**src/sv/point_moving_average_top_defines.svh**
```systemverilog
// Assertion macros shared by the point moving average block.
`ifndef POINT_MOVING_AVERAGE_TOP_DEFINES_SVH
`define POINT_MOVING_AVERAGE_TOP_DEFINES_SVH

`ifndef SYNTHESIS

`define PMA_ASSERT_IMPL(label, ante, cons) \
  label: assert property (@(posedge clk) disable iff (!rst_n) (ante) |-> (cons)) \
    else $error("point moving average: same-cycle check failed");

`define PMA_ASSERT_NEXT(label, ante, cons) \
  label: assert property (@(posedge clk) disable iff (!rst_n) (ante) |=> (cons)) \
    else $error("point moving average: next-cycle check failed");

`else

`define PMA_ASSERT_IMPL(label, ante, cons)

`define PMA_ASSERT_NEXT(label, ante, cons)

`endif

`endif

```
**src/sv/pma_pkg.sv**
```systemverilog
`timescale 1ns / 1ps

package pma_pkg;

  localparam int WINDOW_W   = 6;
  localparam int CFG_IDX_W  = 2;
  localparam int CFG_DATA_W = 6;

  localparam logic [CFG_IDX_W-1:0] CFG_WINDOW_LENGTH = 2'd0;
  localparam logic [CFG_IDX_W-1:0] CFG_HOLD_START    = 2'd1;
  localparam logic [CFG_IDX_W-1:0] CFG_HOLD_END      = 2'd2;

  localparam logic [WINDOW_W-1:0] WINDOW_RESET = 6'd4;

  typedef struct packed {
    logic latch;
    logic restart;
    logic push_rd;
    logic push_wr;
    logic cnt_load;
    logic cnt_dec;
    logic div_start;
    logic out_load;
    logic out_last;
    logic close;
  } pma_cmd_t;

  typedef struct packed {
    logic curve_open;
    logic first;
    logic last;
    logic hold_start;
    logic hold_end;
    logic full;
    logic cnt_one;
    logic div_busy;
    logic out_free;
  } pma_status_t;

endpackage

```
**src/sv/pma_in_if.sv**
```systemverilog
`timescale 1ns / 1ps

interface pma_in_if #(
  parameter int COORD_BITS = 32
);
  logic                         valid;
  logic                         ready;
  logic signed [COORD_BITS-1:0] point_x;
  logic signed [COORD_BITS-1:0] point_y;
  logic                         curve_first;
  logic                         curve_last;

  modport source (output valid, point_x, point_y, curve_first, curve_last, input ready);
  modport sink   (input valid, point_x, point_y, curve_first, curve_last, output ready);
endinterface

```
**src/sv/pma_out_if.sv**
```systemverilog
`timescale 1ns / 1ps

interface pma_out_if #(
  parameter int COORD_BITS = 32
);
  logic                         valid;
  logic                         ready;
  logic signed [COORD_BITS-1:0] avg_x;
  logic signed [COORD_BITS-1:0] avg_y;
  logic                         run_last;

  modport source (output valid, avg_x, avg_y, run_last, input ready);
  modport sink   (input valid, avg_x, avg_y, run_last, output ready);
endinterface

```
**src/sv/pma_div.sv**
```systemverilog
`timescale 1ns / 1ps

// Restoring divider, one quotient bit per cycle. Divides the magnitude and
// restores the sign afterwards, so the quotient truncates toward zero.
module pma_div #(
  parameter int SUM_W = 38,
  parameter int DIV_W = 6,
  parameter int Q_W   = 32
) (
  input  logic                    clk,
  input  logic                    rst_n,
  input  logic                    start,
  input  logic signed [SUM_W-1:0] dividend,
  input  logic [DIV_W-1:0]        divisor,
  output logic                    busy,
  output logic [Q_W-1:0]          quotient
);

  localparam int CNT_W = $clog2(SUM_W + 1);

  logic             busy_r;
  logic [CNT_W-1:0] cnt_r;
  logic [SUM_W-1:0] q_r;
  logic [DIV_W-1:0] rem_r;
  logic [DIV_W-1:0] d_r;
  logic             neg_r;

  logic [SUM_W-1:0] mag;
  logic [DIV_W:0]   rem_sh;
  logic [DIV_W:0]   rem_sub;
  logic             q_bit;
  logic [DIV_W-1:0] rem_nxt;

  always_comb begin
    mag     = dividend[SUM_W-1] ? SUM_W'(-dividend) : SUM_W'(dividend);
    rem_sh  = {rem_r, q_r[SUM_W-1]};
    rem_sub = rem_sh - {1'b0, d_r};
    q_bit   = (rem_sh >= {1'b0, d_r});
    rem_nxt = q_bit ? rem_sub[DIV_W-1:0] : rem_sh[DIV_W-1:0];
  end

  always_ff @(posedge clk) begin
    if (!rst_n) begin
      busy_r <= 1'b0;
      cnt_r  <= '0;
    end else if (start) begin
      busy_r <= 1'b1;
      cnt_r  <= CNT_W'(SUM_W);
    end else if (busy_r) begin
      cnt_r <= cnt_r - CNT_W'(1);
      if (cnt_r == CNT_W'(1)) begin
        busy_r <= 1'b0;
      end
    end
  end

  always_ff @(posedge clk) begin
    if (start) begin
      q_r   <= mag;
      rem_r <= '0;
      d_r   <= divisor;
      neg_r <= dividend[SUM_W-1];
    end else if (busy_r) begin
      q_r   <= {q_r[SUM_W-2:0], q_bit};
      rem_r <= rem_nxt;
    end
  end

  assign busy     = busy_r;
  assign quotient = neg_r ? (Q_W'(0) - q_r[Q_W-1:0]) : q_r[Q_W-1:0];

endmodule

```
**src/sv/pma_datapath.sv**
```systemverilog
`timescale 1ns / 1ps

module pma_datapath import pma_pkg::*; #(
  parameter int WINDOW_MAX = 32,
  parameter int COORD_BITS = 32
) (
  input  logic                         clk,
  input  logic                         rst_n,
  input  pma_cmd_t                     cmd,
  output pma_status_t                  sts,
  input  logic                         cfg_we,
  input  logic [CFG_IDX_W-1:0]         cfg_index,
  input  logic [CFG_DATA_W-1:0]        cfg_data,
  input  logic signed [COORD_BITS-1:0] in_point_x,
  input  logic signed [COORD_BITS-1:0] in_point_y,
  input  logic                         in_curve_first,
  input  logic                         in_curve_last,
  input  logic                         out_ready,
  output logic                         out_valid,
  output logic signed [COORD_BITS-1:0] out_avg_x,
  output logic signed [COORD_BITS-1:0] out_avg_y,
  output logic                         out_run_last
);

  localparam int EW    = $clog2(WINDOW_MAX + 1);
  localparam int PTR_W = (WINDOW_MAX > 1) ? $clog2(WINDOW_MAX) : 1;
  localparam int SUM_W = COORD_BITS + EW;
  localparam int RESET_EFF = (WINDOW_RESET > WINDOW_MAX) ? WINDOW_MAX : int'(WINDOW_RESET);

  function automatic logic [EW-1:0] eff_of(input logic [WINDOW_W-1:0] w);
    logic [EW-1:0] e;
    if (w == '0) begin
      e = EW'(1);
    end else if (w > WINDOW_W'(WINDOW_MAX)) begin
      e = EW'(WINDOW_MAX);
    end else begin
      e = EW'(w);
    end
    return e;
  endfunction

  // Configuration and filter state.
  logic [WINDOW_W-1:0]     window_r;
  logic                    hold_start_r;
  logic                    hold_end_r;
  logic signed [SUM_W-1:0] sum_x_r;
  logic signed [SUM_W-1:0] sum_y_r;
  logic [PTR_W-1:0]        pos_r;
  logic [EW-1:0]           primed_r;
  logic                    open_r;
  logic [EW-1:0]           cnt_r;
  logic                    out_valid_r;

  // Payload registers.
  logic signed [COORD_BITS-1:0] pt_x_r;
  logic signed [COORD_BITS-1:0] pt_y_r;
  logic                         first_r;
  logic                         last_r;
  logic signed [COORD_BITS-1:0] rd_x_r;
  logic signed [COORD_BITS-1:0] rd_y_r;
  logic signed [COORD_BITS-1:0] out_x_r;
  logic signed [COORD_BITS-1:0] out_y_r;
  logic                         out_last_r;

  logic signed [COORD_BITS-1:0] ring_x [WINDOW_MAX];
  logic signed [COORD_BITS-1:0] ring_y [WINDOW_MAX];

  logic [EW-1:0]           eff_w;
  logic [EW-1:0]           cfg_eff;
  logic [PTR_W-1:0]        pos_inc;
  logic                    full;
  logic signed [SUM_W-1:0] sum_x_nxt;
  logic signed [SUM_W-1:0] sum_y_nxt;
  logic                    busy_x;
  logic                    busy_y;
  logic [COORD_BITS-1:0]   quo_x;
  logic [COORD_BITS-1:0]   quo_y;

  always_comb begin
    eff_w   = eff_of(window_r);
    cfg_eff = eff_of(cfg_data[WINDOW_W-1:0]);
    pos_inc = (EW'(pos_r) + EW'(1) == eff_w) ? '0 : pos_r + PTR_W'(1);
    full    = (primed_r >= eff_w);
    // The slot being overwritten leaves the sum only once the ring is full.
    sum_x_nxt = sum_x_r + SUM_W'(pt_x_r) - (full ? SUM_W'(rd_x_r) : SUM_W'(0));
    sum_y_nxt = sum_y_r + SUM_W'(pt_y_r) - (full ? SUM_W'(rd_y_r) : SUM_W'(0));
  end

  always_ff @(posedge clk) begin
    if (cmd.push_wr) begin
      ring_x[pos_r] <= pt_x_r;
      ring_y[pos_r] <= pt_y_r;
    end
    if (cmd.push_rd) begin
      rd_x_r <= ring_x[pos_inc];
      rd_y_r <= ring_y[pos_inc];
    end
  end

  always_ff @(posedge clk) begin
    if (!rst_n) begin
      window_r     <= WINDOW_RESET;
      hold_start_r <= 1'b0;
      hold_end_r   <= 1'b0;
      sum_x_r      <= '0;
      sum_y_r      <= '0;
      pos_r        <= PTR_W'(RESET_EFF - 1);
      primed_r     <= '0;
      open_r       <= 1'b0;
      cnt_r        <= '0;
      out_valid_r  <= 1'b0;
    end else begin
      if (cfg_we) begin
        case (cfg_index)
          CFG_WINDOW_LENGTH: begin
            window_r <= cfg_data[WINDOW_W-1:0];
            sum_x_r  <= '0;
            sum_y_r  <= '0;
            pos_r    <= PTR_W'(cfg_eff - EW'(1));
            primed_r <= '0;
            open_r   <= 1'b0;
          end
          CFG_HOLD_START: hold_start_r <= cfg_data[0];
          CFG_HOLD_END:   hold_end_r   <= cfg_data[0];
          default: ;
        endcase
      end else begin
        if (cmd.restart) begin
          sum_x_r  <= '0;
          sum_y_r  <= '0;
          pos_r    <= PTR_W'(eff_w - EW'(1));
          primed_r <= '0;
          open_r   <= 1'b1;
        end
        if (cmd.push_rd) begin
          pos_r <= pos_inc;
        end
        if (cmd.push_wr) begin
          sum_x_r <= sum_x_nxt;
          sum_y_r <= sum_y_nxt;
          if (!full) begin
            primed_r <= primed_r + EW'(1);
          end
        end
        if (cmd.close) begin
          open_r <= 1'b0;
        end
      end
      if (cmd.cnt_load) begin
        cnt_r <= eff_w;
      end else if (cmd.cnt_dec) begin
        cnt_r <= cnt_r - EW'(1);
      end
      if (cmd.out_load) begin
        out_valid_r <= 1'b1;
      end else if (out_ready) begin
        out_valid_r <= 1'b0;
      end
    end
  end

  always_ff @(posedge clk) begin
    if (cmd.latch) begin
      pt_x_r  <= in_point_x;
      pt_y_r  <= in_point_y;
      first_r <= in_curve_first;
      last_r  <= in_curve_last;
    end
    if (cmd.out_load) begin
      out_x_r    <= quo_x;
      out_y_r    <= quo_y;
      out_last_r <= cmd.out_last;
    end
  end

  pma_div #(.SUM_W(SUM_W), .DIV_W(EW), .Q_W(COORD_BITS)) u_div_x (
    .clk      (clk),
    .rst_n    (rst_n),
    .start    (cmd.div_start),
    .dividend (sum_x_r),
    .divisor  (eff_w),
    .busy     (busy_x),
    .quotient (quo_x)
  );

  pma_div #(.SUM_W(SUM_W), .DIV_W(EW), .Q_W(COORD_BITS)) u_div_y (
    .clk      (clk),
    .rst_n    (rst_n),
    .start    (cmd.div_start),
    .dividend (sum_y_r),
    .divisor  (eff_w),
    .busy     (busy_y),
    .quotient (quo_y)
  );

  always_comb begin
    sts.curve_open = open_r;
    sts.first      = first_r;
    sts.last       = last_r;
    sts.hold_start = hold_start_r;
    sts.hold_end   = hold_end_r;
    sts.full       = full;
    sts.cnt_one    = (cnt_r == EW'(1));
    sts.div_busy   = busy_x || busy_y;
    sts.out_free   = !out_valid_r || out_ready;
  end

  assign out_valid    = out_valid_r;
  assign out_avg_x    = out_x_r;
  assign out_avg_y    = out_y_r;
  assign out_run_last = out_last_r;

endmodule

```
**src/sv/pma_ctrl.sv**
```systemverilog
`timescale 1ns / 1ps

module pma_ctrl import pma_pkg::*; (
  input  logic        clk,
  input  logic        rst_n,
  input  logic        in_valid,
  output logic        in_ready,
  input  pma_status_t sts,
  output pma_cmd_t    cmd
);

  typedef enum logic [3:0] {
    S_IDLE,
    S_START,
    S_PRE_RD,
    S_PRE_WR,
    S_MAIN_RD,
    S_MAIN_WR,
    S_DIV_GO,
    S_DIV_WAIT,
    S_FL_RD,
    S_FL_WR,
    S_TAIL
  } state_t;

  state_t state_r, state_nxt;
  logic   in_ready_r;
  logic   gave_r, gave_nxt;
  logic   flush_r, flush_nxt;

  always_comb begin
    cmd       = '0;
    state_nxt = state_r;
    gave_nxt  = gave_r;
    flush_nxt = flush_r;
    case (state_r)
      S_IDLE: begin
        if (in_valid && in_ready_r) begin
          cmd.latch = 1'b1;
          state_nxt = S_START;
        end
      end
      S_START: begin
        if (sts.first || !sts.curve_open) begin
          cmd.restart = 1'b1;
          if (sts.hold_start) begin
            cmd.cnt_load = 1'b1;
            state_nxt    = S_PRE_RD;
          end else begin
            state_nxt = S_MAIN_RD;
          end
        end else begin
          state_nxt = S_MAIN_RD;
        end
      end
      S_PRE_RD: begin
        cmd.push_rd = 1'b1;
        state_nxt   = S_PRE_WR;
      end
      S_PRE_WR: begin
        cmd.push_wr = 1'b1;
        cmd.cnt_dec = 1'b1;
        state_nxt   = sts.cnt_one ? S_MAIN_RD : S_PRE_RD;
      end
      S_MAIN_RD: begin
        // A result follows only if the ring was already full before this push.
        gave_nxt    = sts.full;
        flush_nxt   = 1'b0;
        cmd.push_rd = 1'b1;
        state_nxt   = S_MAIN_WR;
      end
      S_MAIN_WR: begin
        cmd.push_wr = 1'b1;
        state_nxt   = gave_r ? S_DIV_GO : S_TAIL;
      end
      S_DIV_GO: begin
        cmd.div_start = 1'b1;
        state_nxt     = S_DIV_WAIT;
      end
      S_DIV_WAIT: begin
        if (!sts.div_busy && sts.out_free) begin
          cmd.out_load = 1'b1;
          if (flush_r) begin
            cmd.out_last = sts.cnt_one;
            cmd.cnt_dec  = 1'b1;
            state_nxt    = sts.cnt_one ? S_TAIL : S_FL_RD;
          end else if (sts.last && sts.hold_end) begin
            cmd.out_last = 1'b0;
            cmd.cnt_load = 1'b1;
            flush_nxt    = 1'b1;
            state_nxt    = S_FL_RD;
          end else begin
            cmd.out_last = 1'b1;
            state_nxt    = S_TAIL;
          end
        end
      end
      S_FL_RD: begin
        cmd.push_rd = 1'b1;
        state_nxt   = S_FL_WR;
      end
      S_FL_WR: begin
        cmd.push_wr = 1'b1;
        state_nxt   = S_DIV_GO;
      end
      S_TAIL: begin
        cmd.close = sts.last;
        state_nxt = S_IDLE;
      end
      default: begin
        state_nxt = S_IDLE;
      end
    endcase
  end

  always_ff @(posedge clk) begin
    if (!rst_n) begin
      state_r    <= S_IDLE;
      in_ready_r <= 1'b0;
      gave_r     <= 1'b0;
      flush_r    <= 1'b0;
    end else begin
      state_r    <= state_nxt;
      in_ready_r <= (state_nxt == S_IDLE);
      gave_r     <= gave_nxt;
      flush_r    <= flush_nxt;
    end
  end

  assign in_ready = in_ready_r;

endmodule

```
**src/sv/point_moving_average_top.sv**
```systemverilog
`timescale 1ns / 1ps

// Boxcar moving average over a stream of Q16.16 points, one curve at a time.
// An item without a result passes through the start, ring read, ring write
// and tail states. A bit-serial divider divides the running sums by the
// window length. An item's own result adds a divider start and a wait for
// both dividers and a free output register. With hold_end the last item of
// a curve, if it gives a result, adds one flush result per window entry,
// each needing a ring read, a ring write and a division. Pre-filling the
// ring at a curve start with hold_start writes every window entry, each
// ring write needing a read of the old entry first.
// The next item is accepted once all results of the current one are in the
// output register; a result may still be waiting there for its consumer.
`include "point_moving_average_top_defines.svh"

module point_moving_average_top import pma_pkg::*; #(
  parameter int WINDOW_MAX = 32,
  parameter int COORD_BITS = 32
) (
  input  logic                  clk,
  input  logic                  rst_n,
  pma_in_if.sink                in_ch,
  pma_out_if.source             out_ch,
  input  logic                  cfg_we,
  input  logic [CFG_IDX_W-1:0]  cfg_index,
  input  logic [CFG_DATA_W-1:0] cfg_data
);

  pma_cmd_t    cmd;
  pma_status_t sts;
  logic        in_ready;

  pma_ctrl u_ctrl (
    .clk      (clk),
    .rst_n    (rst_n),
    .in_valid (in_ch.valid),
    .in_ready (in_ready),
    .sts      (sts),
    .cmd      (cmd)
  );

  pma_datapath #(.WINDOW_MAX(WINDOW_MAX), .COORD_BITS(COORD_BITS)) u_datapath (
    .clk            (clk),
    .rst_n          (rst_n),
    .cmd            (cmd),
    .sts            (sts),
    .cfg_we         (cfg_we),
    .cfg_index      (cfg_index),
    .cfg_data       (cfg_data),
    .in_point_x     (in_ch.point_x),
    .in_point_y     (in_ch.point_y),
    .in_curve_first (in_ch.curve_first),
    .in_curve_last  (in_ch.curve_last),
    .out_ready      (out_ch.ready),
    .out_valid      (out_ch.valid),
    .out_avg_x      (out_ch.avg_x),
    .out_avg_y      (out_ch.avg_y),
    .out_run_last   (out_ch.run_last)
  );

  assign in_ch.ready = in_ready;

  // A result is only loaded when the output slot is empty or being drained.
  `PMA_ASSERT_IMPL(a_no_result_overwrite, cmd.out_load, sts.out_free)
  // A new item is never taken while a division is still running.
  `PMA_ASSERT_IMPL(a_idle_when_ready, in_ready, !sts.div_busy)
  // The dividers start on the cycle after they are told to.
  `PMA_ASSERT_NEXT(a_div_starts, cmd.div_start, sts.div_busy)

endmodule
```
**src/flat_wrapper.sv**
```systemverilog
// flat-port wrapper written by rule: the top's interface ports become plain ports
module point_moving_average_top_flat import pma_pkg::*;
#(
  parameter int WINDOW_MAX = 32,
  parameter int COORD_BITS = 32
)
  (clk, rst_n, cfg_we, cfg_index, cfg_data, in_ch_valid, in_ch_point_x, in_ch_point_y, in_ch_curve_first, in_ch_curve_last, in_ch_ready, out_ch_valid, out_ch_avg_x, out_ch_avg_y, out_ch_run_last, out_ch_ready);
  pma_in_if #(.COORD_BITS(COORD_BITS)) in_ch_i ();
  pma_out_if #(.COORD_BITS(COORD_BITS)) out_ch_i ();
  input  logic clk;
  input  logic rst_n;
  input  logic cfg_we;
  input  logic [CFG_IDX_W-1:0] cfg_index;
  input  logic [CFG_DATA_W-1:0] cfg_data;
  input wire logic [$bits(in_ch_i.valid)-1:0] in_ch_valid;
  input wire logic [$bits(in_ch_i.point_x)-1:0] in_ch_point_x;
  input wire logic [$bits(in_ch_i.point_y)-1:0] in_ch_point_y;
  input wire logic [$bits(in_ch_i.curve_first)-1:0] in_ch_curve_first;
  input wire logic [$bits(in_ch_i.curve_last)-1:0] in_ch_curve_last;
  output wire logic [$bits(in_ch_i.ready)-1:0] in_ch_ready;
  output wire logic [$bits(out_ch_i.valid)-1:0] out_ch_valid;
  output wire logic [$bits(out_ch_i.avg_x)-1:0] out_ch_avg_x;
  output wire logic [$bits(out_ch_i.avg_y)-1:0] out_ch_avg_y;
  output wire logic [$bits(out_ch_i.run_last)-1:0] out_ch_run_last;
  input wire logic [$bits(out_ch_i.ready)-1:0] out_ch_ready;
  assign in_ch_i.valid = in_ch_valid;
  assign in_ch_i.point_x = in_ch_point_x;
  assign in_ch_i.point_y = in_ch_point_y;
  assign in_ch_i.curve_first = in_ch_curve_first;
  assign in_ch_i.curve_last = in_ch_curve_last;
  assign in_ch_ready = in_ch_i.ready;
  assign out_ch_valid = out_ch_i.valid;
  assign out_ch_avg_x = out_ch_i.avg_x;
  assign out_ch_avg_y = out_ch_i.avg_y;
  assign out_ch_run_last = out_ch_i.run_last;
  assign out_ch_i.ready = out_ch_ready;
  point_moving_average_top #(.WINDOW_MAX(WINDOW_MAX), .COORD_BITS(COORD_BITS)) u_core (.clk(clk), .rst_n(rst_n), .in_ch(in_ch_i), .out_ch(out_ch_i), .cfg_we(cfg_we), .cfg_index(cfg_index), .cfg_data(cfg_data));
endmodule
```
**config.mk**
```make
export PLATFORM = sky130hd
export DESIGN_NAME = point_moving_average_top_flat
export DESIGN_NICKNAME = d
export VERILOG_FILES = /design/src/sv/pma_pkg.sv /design/src/sv/pma_in_if.sv /design/src/sv/pma_out_if.sv /design/src/sv/pma_div.sv /design/src/sv/pma_datapath.sv /design/src/sv/pma_ctrl.sv /design/src/sv/point_moving_average_top.sv /design/src/flat_wrapper.sv
export VERILOG_INCLUDE_DIRS = /design/src /design/src/sv
export SDC_FILE = /design/constraint.sdc
export NUM_CORES = 2
export LEC_CHECK = 0
export BUFFER_PORTS_ARGS = -buffer_cell sky130_fd_sc_hd__buf_2
export CAP_MARGIN = 25
export CORE_MARGIN = 3
export CORE_UTILIZATION = 45
export DETAILED_ROUTE_END_ITERATION = 8
export HOLD_SLACK_MARGIN = 0.03
export SLEW_MARGIN = 20
export SYNTH_ARGS = -nofsm -noshare
export SYNTH_HDL_FRONTEND = slang
export SYNTH_SLANG_ARGS = --single-unit
```
**constraint.sdc**
```tcl
create_clock -name clk -period 6.5 [get_ports clk]
set_input_delay 0.975 -clock clk [delete_from_list [all_inputs] [get_ports clk]]
set_output_delay 0.975 -clock clk [all_outputs]
set_load 0.05 [all_outputs]
```
After elaboration in Yosys (flattened, before gate mapping)
Memories as Yosys holds them, arrays and structs flattened. A register that Yosys moved wholly into a read port is not among the register bits.
Cells that the tools add are included.
{"block": "totals", "out_inout_bits": 67, "register_bits": 351, "mem_count": 2, "ram_bits": 2048}
{"memory": "u_core.u_datapath.ring_x", "words": 32, "width": 32, "rd": 1, "rd_clocked_by_memory_dff": 1, "write_ports": 1, "line": "pma_datapath.sv:65", "rtl": "logic signed [COORD_BITS-1:0] ring_x [WINDOW_MAX];"}
{"memory": "u_core.u_datapath.ring_y", "words": 32, "width": 32, "rd": 1, "rd_clocked_by_memory_dff": 1, "write_ports": 1, "line": "pma_datapath.sv:66", "rtl": "logic signed [COORD_BITS-1:0] ring_y [WINDOW_MAX];"}
{"block": "op_classes", "magnitude_cmp": 5, "mux": 85, "n_reduce_logical": 33, "n_eq_ne": 18, "bitwise_logic": 1, "n_addsub": 18}
{"op": "two-way mux 38 bit", "count": 14}
{"op": "two-way mux 6 bit", "count": 15}
{"op": "adder 38 x 32 -> 38 bit", "count": 2}
{"op": "negator 38 bit", "count": 2}
{"op": "subtractor 38 bit", "count": 2}
{"op": "two-way mux 32 bit", "count": 2}
{"op": "subtractor 1 x 32 -> 32 bit (first input constant)", "count": 2}
{"op": "case mux 4 bit (10 select lines)", "count": 1}
{"op": "two-way mux 5 bit", "count": 7}
{"op": "two-way mux 1 bit", "count": 31}
{"op": "== test 6 x 1 -> 1 bit (second input constant)", "count": 3}
{"op": "subtractor 6 x 1 -> 6 bit (second input constant)", "count": 3}
{"op": "== test 4 x 3 -> 1 bit (second input constant)", "count": 4}
{"op": "two-way mux 4 bit", "count": 4}
{"op": "AND reduction 2 bit", "count": 8}
{"op": "greater-or-equal comparator 7 x 6 -> 1 bit", "count": 2}
{"op": "== test 4 bit (second input constant)", "count": 3}
{"op": "greater-than comparator 6 bit (second input constant)", "count": 2}
{"op": "zero test 6 bit", "count": 2}
{"op": "subtractor 6 bit", "count": 2}
{"op": "two-way mux 2 bit", "count": 5}
{"op": "nonzero test 2 bit", "count": 5}
{"op": "subtractor 5 x 1 -> 5 bit (second input constant)", "count": 2}
{"op": "two-way mux 3 bit", "count": 3}
{"op": "21 further kinds", "count": 34}

Longest topological paths before layout
{"block": "logic_depth", "ltp_word": 8, "depth_mapped": 27, "mapped_depth_nobuf": 24}

Hierarchy
A second synthesis with hierarchy kept.
{"block": "hier_totals", "cells_unflattened": 7629, "area_unflattened_um2": 104735.4}
{"module": "pma_datapath", "area_each_um2": 95887.0, "cells_per_inst": 6646, "n_inst": 1}
{"module": "pma_div at u_core.u_datapath.u_div_y", "area_each_um2": 4141.5, "cells_per_inst": 452, "n_inst": 1}
{"module": "pma_div at u_core.u_datapath.u_div_x", "area_each_um2": 4127.7, "cells_per_inst": 456, "n_inst": 1}
{"module": "pma_ctrl", "area_each_um2": 579.3, "cells_per_inst": 75, "n_inst": 1}

Worst setup path before layout
OpenSTA, ideal clock, no wires.
{"block": "synth_timing", "path_type": "reg2reg", "startpoint": "register u_core.u_datapath.window_r[3]", "endpoint": "register u_core.u_datapath.sum_x_r[36]", "path_stages_with_launch": 26, "arrival_time_ps": 5612, "n_path_buf": 3, "required_time_ps": 6438, "setup_time_ps": 62, "setup_slack_ps": 826, "cell_sequence": "dfxtp_1 clkbuf_1 nor4_1 nor2_1 nor2_1 ha_1 nand2b_1 a21o_1 a21oi_1 o21ai_0 a21o_1 clkbuf_1 clkbuf_1 and2_1 fa_1 inv_1 ha_1 a21o_1 a21o_1 a221o_1 o21ai_0 nor3_1 o31ai_1 o31ai_1 or4b_2 nand3_1"}
{"block": "synth_between", "elab_chain_cells": 8}
{"element": "start, declared", "line": "pma_datapath.sv:43", "rtl": "logic [WINDOW_W-1:0] window_r;"}
{"element": "start signal, assigned", "line": "pma_datapath.sv:116", "rtl": "window_r <= cfg_data[WINDOW_W-1:0];"}
{"element": "greater-than comparator 6 bit", "line": "pma_datapath.sv:34", "rtl": "end else if (w > WINDOW_W'(WINDOW_MAX)) begin"}
{"element": "two-way mux 6 bit", "line": "pma_datapath.sv:34"}
{"element": "two-way mux 6 bit *", "line": "pma_datapath.sv:32", "rtl": "if (w == '0) begin"}
{"element": "via u_core.u_datapath.eff_w[0]", "line": "pma_datapath.sv:68", "rtl": "logic [EW-1:0] eff_w;"}
{"element": "greater-or-equal comparator 6 bit *", "line": "pma_datapath.sv:83", "rtl": "full = (primed_r >= eff_w);"}
{"element": "two-way mux 38 bit *", "line": "pma_datapath.sv:85", "rtl": "sum_x_nxt = sum_x_r + SUM_W'(pt_x_r) - (full ? SUM_W'(rd_x_r) : SUM_W'(0));"}
{"element": "subtractor 38 bit *", "line": "pma_datapath.sv:85"}
{"element": "two-way mux 38 bit *", "line": "pma_datapath.sv:138", "rtl": "if (cmd.push_wr) begin"}
{"element": "two-way mux 38 bit *", "line": "pma_datapath.sv:113", "rtl": "if (cfg_we) begin"}
{"element": "end signal, assigned", "line": "pma_datapath.sv:139", "rtl": "sum_x_r <= sum_x_nxt;"}
{"element": "end, declared", "line": "pma_datapath.sv:46", "rtl": "logic signed [SUM_W-1:0] sum_x_r;"}
Mark *: on every way through the listed nets, which the timed path passes. The rest lies on a longest branch.
A chain may end at the register's enable or synchronous reset.

Worst setup path in the final report
{"block": "layout_timing", "startpoint": "register u_core.u_datapath.window_r[5]", "endpoint": "register u_core.u_datapath.sum_x_r[36]"}
{"block": "layout_between", "elab_chain_cells": 8}
{"element": "greater-than comparator 6 bit", "line": "pma_datapath.sv:34"}
{"element": "two-way mux 6 bit", "line": "pma_datapath.sv:34"}
{"element": "two-way mux 6 bit *", "line": "pma_datapath.sv:32"}
{"element": "greater-or-equal comparator 6 bit *", "line": "pma_datapath.sv:83"}
{"element": "two-way mux 38 bit *", "line": "pma_datapath.sv:85"}
{"element": "subtractor 38 bit *", "line": "pma_datapath.sv:85"}
{"element": "two-way mux 38 bit *", "line": "pma_datapath.sv:138"}
{"element": "two-way mux 38 bit *", "line": "pma_datapath.sv:113"}
Every way passes the cells marked *; elsewhere a longest branch is shown, timed or not.

==> results.yml <==
critical_path:
  crit_path_top_delay_cell: "or4b_2"
  cp_max_fo: 35
  crit_path_start_kind: "flip-flop"
  crit_path_max_incr_delay_ns: 0.61
  arrival_ns: 6.76
  ff2ff_path_depth: 23
  crit_path_end_kind: "flip-flop"
  r2r_setup_slack_ns: 0.57
  cp.required_ns: 7.33
  r2r_start: "u_core.u_datapath.window_r[5]"
  path_cells: "clkinv_1 > nand2_1 > ha_1 > a21o_1 > a21oi_1 > o21ai_0 > a21o_2 > buf_4 > and2_1 > fa_1 > inv_1 > ha_1 > a21o_1 > a21o_1 > a221o_1 > o21ai_0 > buf_4 > nor3_1 > o31ai_1 > buf_4 > o31ai_1 > or4b_2 > nand3_1"
  r2r_end: "u_core.u_datapath.sum_x_r[36]"
  criticalPathCategory: "reg2reg"
cts:
  cts_hold_buf: 0
  clkSinkCount: 2463
  numCtsBuffers: 283
  cts.clk_slew.worst_paths_ns: 0.06
  cts_tree: "done"
  cts_max_path_buffers: 4
  cts_root_buffer: "clkbuf_16"
  cts_resized: 0
  htree_levels: 5
  clock_latency_ns: 0.94
  postCtsSetupRepairBufs: 0
die:
  coreArea_um2: 228400
  num_rows: 175
  die_h_um: 486.4
  io_pins: 146
  initial_core_util: 0.4548
  die_x_um: 486.4
  fp.dieArea_um2: 236600
global_route:
  grt_use_total: 0.2433
  grt_overflow_total: 0
  antenna_found_initial: 14
  grt_first_pass_wirelength_mm: 425.2
  grt_pass1_vias: 60540
  grt_max_degree: 125
sta:
  clock_skew_ns: 0.09133
  setup_violations: 0
  worst_pin_slew_ns: 1.052
  whs_ns: 0.2098
  rsz0062_at_grt: "false"
  maxSlewViolCount: 0
  slew_headroom: 0.2986
  fin_crit_ns: 5.927
  finalCritPeriodShare: 0.9118
  fin_setup_tns_ns: 0
  fin_ws_ns: 0.5732
  hold_violations: 0
  fmax_mhz: 168.7
logic_synthesis:
  netlist_area_um2: 103900
  seq_area_frac_synth: 0.6990
  ys_top_cells_by_area: "edfxtp_1 67%, mux4_2 4.1%, dfxtp_1 2.6%, o21ai_0 2.3%, mux2_2 2.1%"
  ys_top_cells_by_count: "2,327 x edfxtp_1, 472 x o21ai_0, 355 x clkbuf_1"
  synth_compound_area_frac: 0.08584
  synth-seq-cells: 2463
  synth_cell_types: 76
  synth_nets: 7090
  synthSimpleGateAreaFrac: 0.06423
  synthAdderAreaFrac: 0.02802
  ys_warn_count: 0
  yosysMostFrequentCell: "edfxtp_1"
  synth_xor_area_frac: 0.01919
  async_flop_share: 0
  synth_top_family_by_area: "compound AO/OA/AOI/OAI gates"
  synth-edff-count: 2327
  muxShareOfSynthArea: 0.07703
  synthFlopType: "edfxtp_1"
  synth.avg_cell_area_um2: 15.22
  synth_top_area_share: 0.6728
  netlist_instances: 6824
  yosysTopAreaCell: "edfxtp_1"
hold_path:
  min_from: "in_ch_point_y[27]"
  hold_path.class: "in2reg"
  holdPathStages: 1
  hold_end: "u_core.u_datapath.pt_y_r[27]"
pwr:
  switchingPower_uw: 17000
  swShare: 0.3440
  clkPwrFrac: 0.297
  p_seq_frac: 0.379
  power.internal_uw: 32430
  leakage_uw: 0.03904
  power_density_nw_per_um2: 419.8
  combPwrFrac: 0.325
  vdd_drop_max_mv: 0.4401
routing:
  vias_per_cell: 6.007
  wirelength_mm: 290.9
  drt_iter0_drc: 7961
  wl_per_cell_um: 28.33
  drt.antenna.violating_nets: 0
  dr.pass1.iters: 6
  route.detailed.drc: 0
  num_vias: 61680
placed_design:
  pre_cts_slack_ns: 0.5674
  gp_congestion: 0.8262
  place_inst: 9777
  hpwl_mm: 162.6
  port_buffers: 145
layout:
  drive_gt1_frac: 0.1623
  num-nets-final: 7330
  multiInputGateArea_um2: 28880
  syn_to_final_growth_pct: 13.38
  fin_cells: 10270
  seq_area_um2: 72600
  nFillCells: 18680
  final_util: 0.5156
run:
  max_cap_viol_count: 0
run_status:
  status: "finished, final reports clean"
placed cells by master, fill, tap and decap left out, types with 130 or more instances in the layout:
cell       instances
a211oi_1         144
a21oi_1          144
a221o_1          130
a22oi_1          131
buf_2            145
buf_4            150
clkbuf_16        290
dfxtp_1          135
edfxtp_1        2327
inv_1            341
mux2_2           196
mux2i_1          149
mux4_2           191
nand2_1          342
nand3_1          196
nor2_1           307
o21ai_0          472
xnor2_1          188
metal layers:
metal	track usage	vias to the layer above	share of wire	wire, um
met5	0	-	0.00031	89
met3	0.05754	453	0.10	29070
li1	-	26850	-	-
met2	0.3671	2808	0.45	130300
met4	0.05905	12	0.022	6373
met1	0.3579	31550	0.43	125100
critical path, delay by kind of cell (launching register included):
| family | cells | cell delay, ns |
|---|---|---|
| compound gates | 10 | 2.05 |
| fa+ha+maj | 3 | 1.07 |
| buf+inv | 5 | 1.03 |
| flops | 1 | 0.47 |
| simple gates | 5 | 1.23 |
worst max-delay path by stage:
| stage | cells past startpoint | to | from | slack [ns] |
|---|---|---|---|---|
| 2_1_floorplan | 25 | u_core.u_datapath.sum_x_r[36] | u_core.u_datapath.window_r[3] | 0.83 |
| 3_3_place_gp | 25 | u_core.u_datapath.sum_x_r[36] | u_core.u_datapath.window_r[4] | 0.66 |
| 3_5_place_dp | 24 | u_core.u_datapath.sum_y_r[30] | u_core.u_datapath.window_r[4] | 0.57 |
| 4_1_cts | 24 | u_core.u_datapath.sum_y_r[30] | u_core.u_datapath.window_r[4] | 0.45 |
| 5_1_grt | 22 | u_core.u_datapath.sum_y_r[30] | u_core.u_datapath.window_r[5] | 0.14 |
| 6_report | 23 | u_core.u_datapath.sum_x_r[36] | u_core.u_datapath.window_r[5] | 0.57 |
cell families after synthesis:
kind of cell | after synthesis
XOR/XNOR | 226
buffers and inverters | 737
flip-flops | 2463
AND/OR/NAND/NOR | 1356
adder cells (fa/ha/maj) | 187
multiplexers | 536
AO/OA/AOI/OAI | 1319
flip-flops by register name (all words and copies together) (netlist names), 38 cells and up:
register	cells
u_core.u_datapath.ring_x	1024
u_core.u_datapath.ring_y	1024
u_core.u_datapath.sum_x_r	38
u_core.u_datapath.sum_y_r	38
u_core.u_datapath.u_div_x.q_r	38
u_core.u_datapath.u_div_y.q_r	38
per-stage QoR:
step	power, uW	instance area [um^2]
floorplan	28750	103900
CTS	49480	117500
finish	49440	117700
detailed placement	34840	109200
global route	51440	117700
global placement	34710	109100
layout make-up:
cell class	count	area share
sequential	2463	0.6166
multi-input combinational	3624	0.2452
clock buffer	345	0.06355
tap	3009	0.03197
timing repair buffer	347	0.02403
inverter	345	0.01106
clock inverter	126	0.007396
antenna	8	0.0001700
power groups by stage:
stage                     clock, uW  sequential [uW]  combinational, uW
after floorplan                   0            19100               9620
final                         14700            18700              16000
after detailed placement          0            19100              15700
after CTS                     14900            18800              15800
after global placement            0            19100              15600
after global routing          15500            18700              17200
No activity file was read; power rests on OpenSTA's default activity.
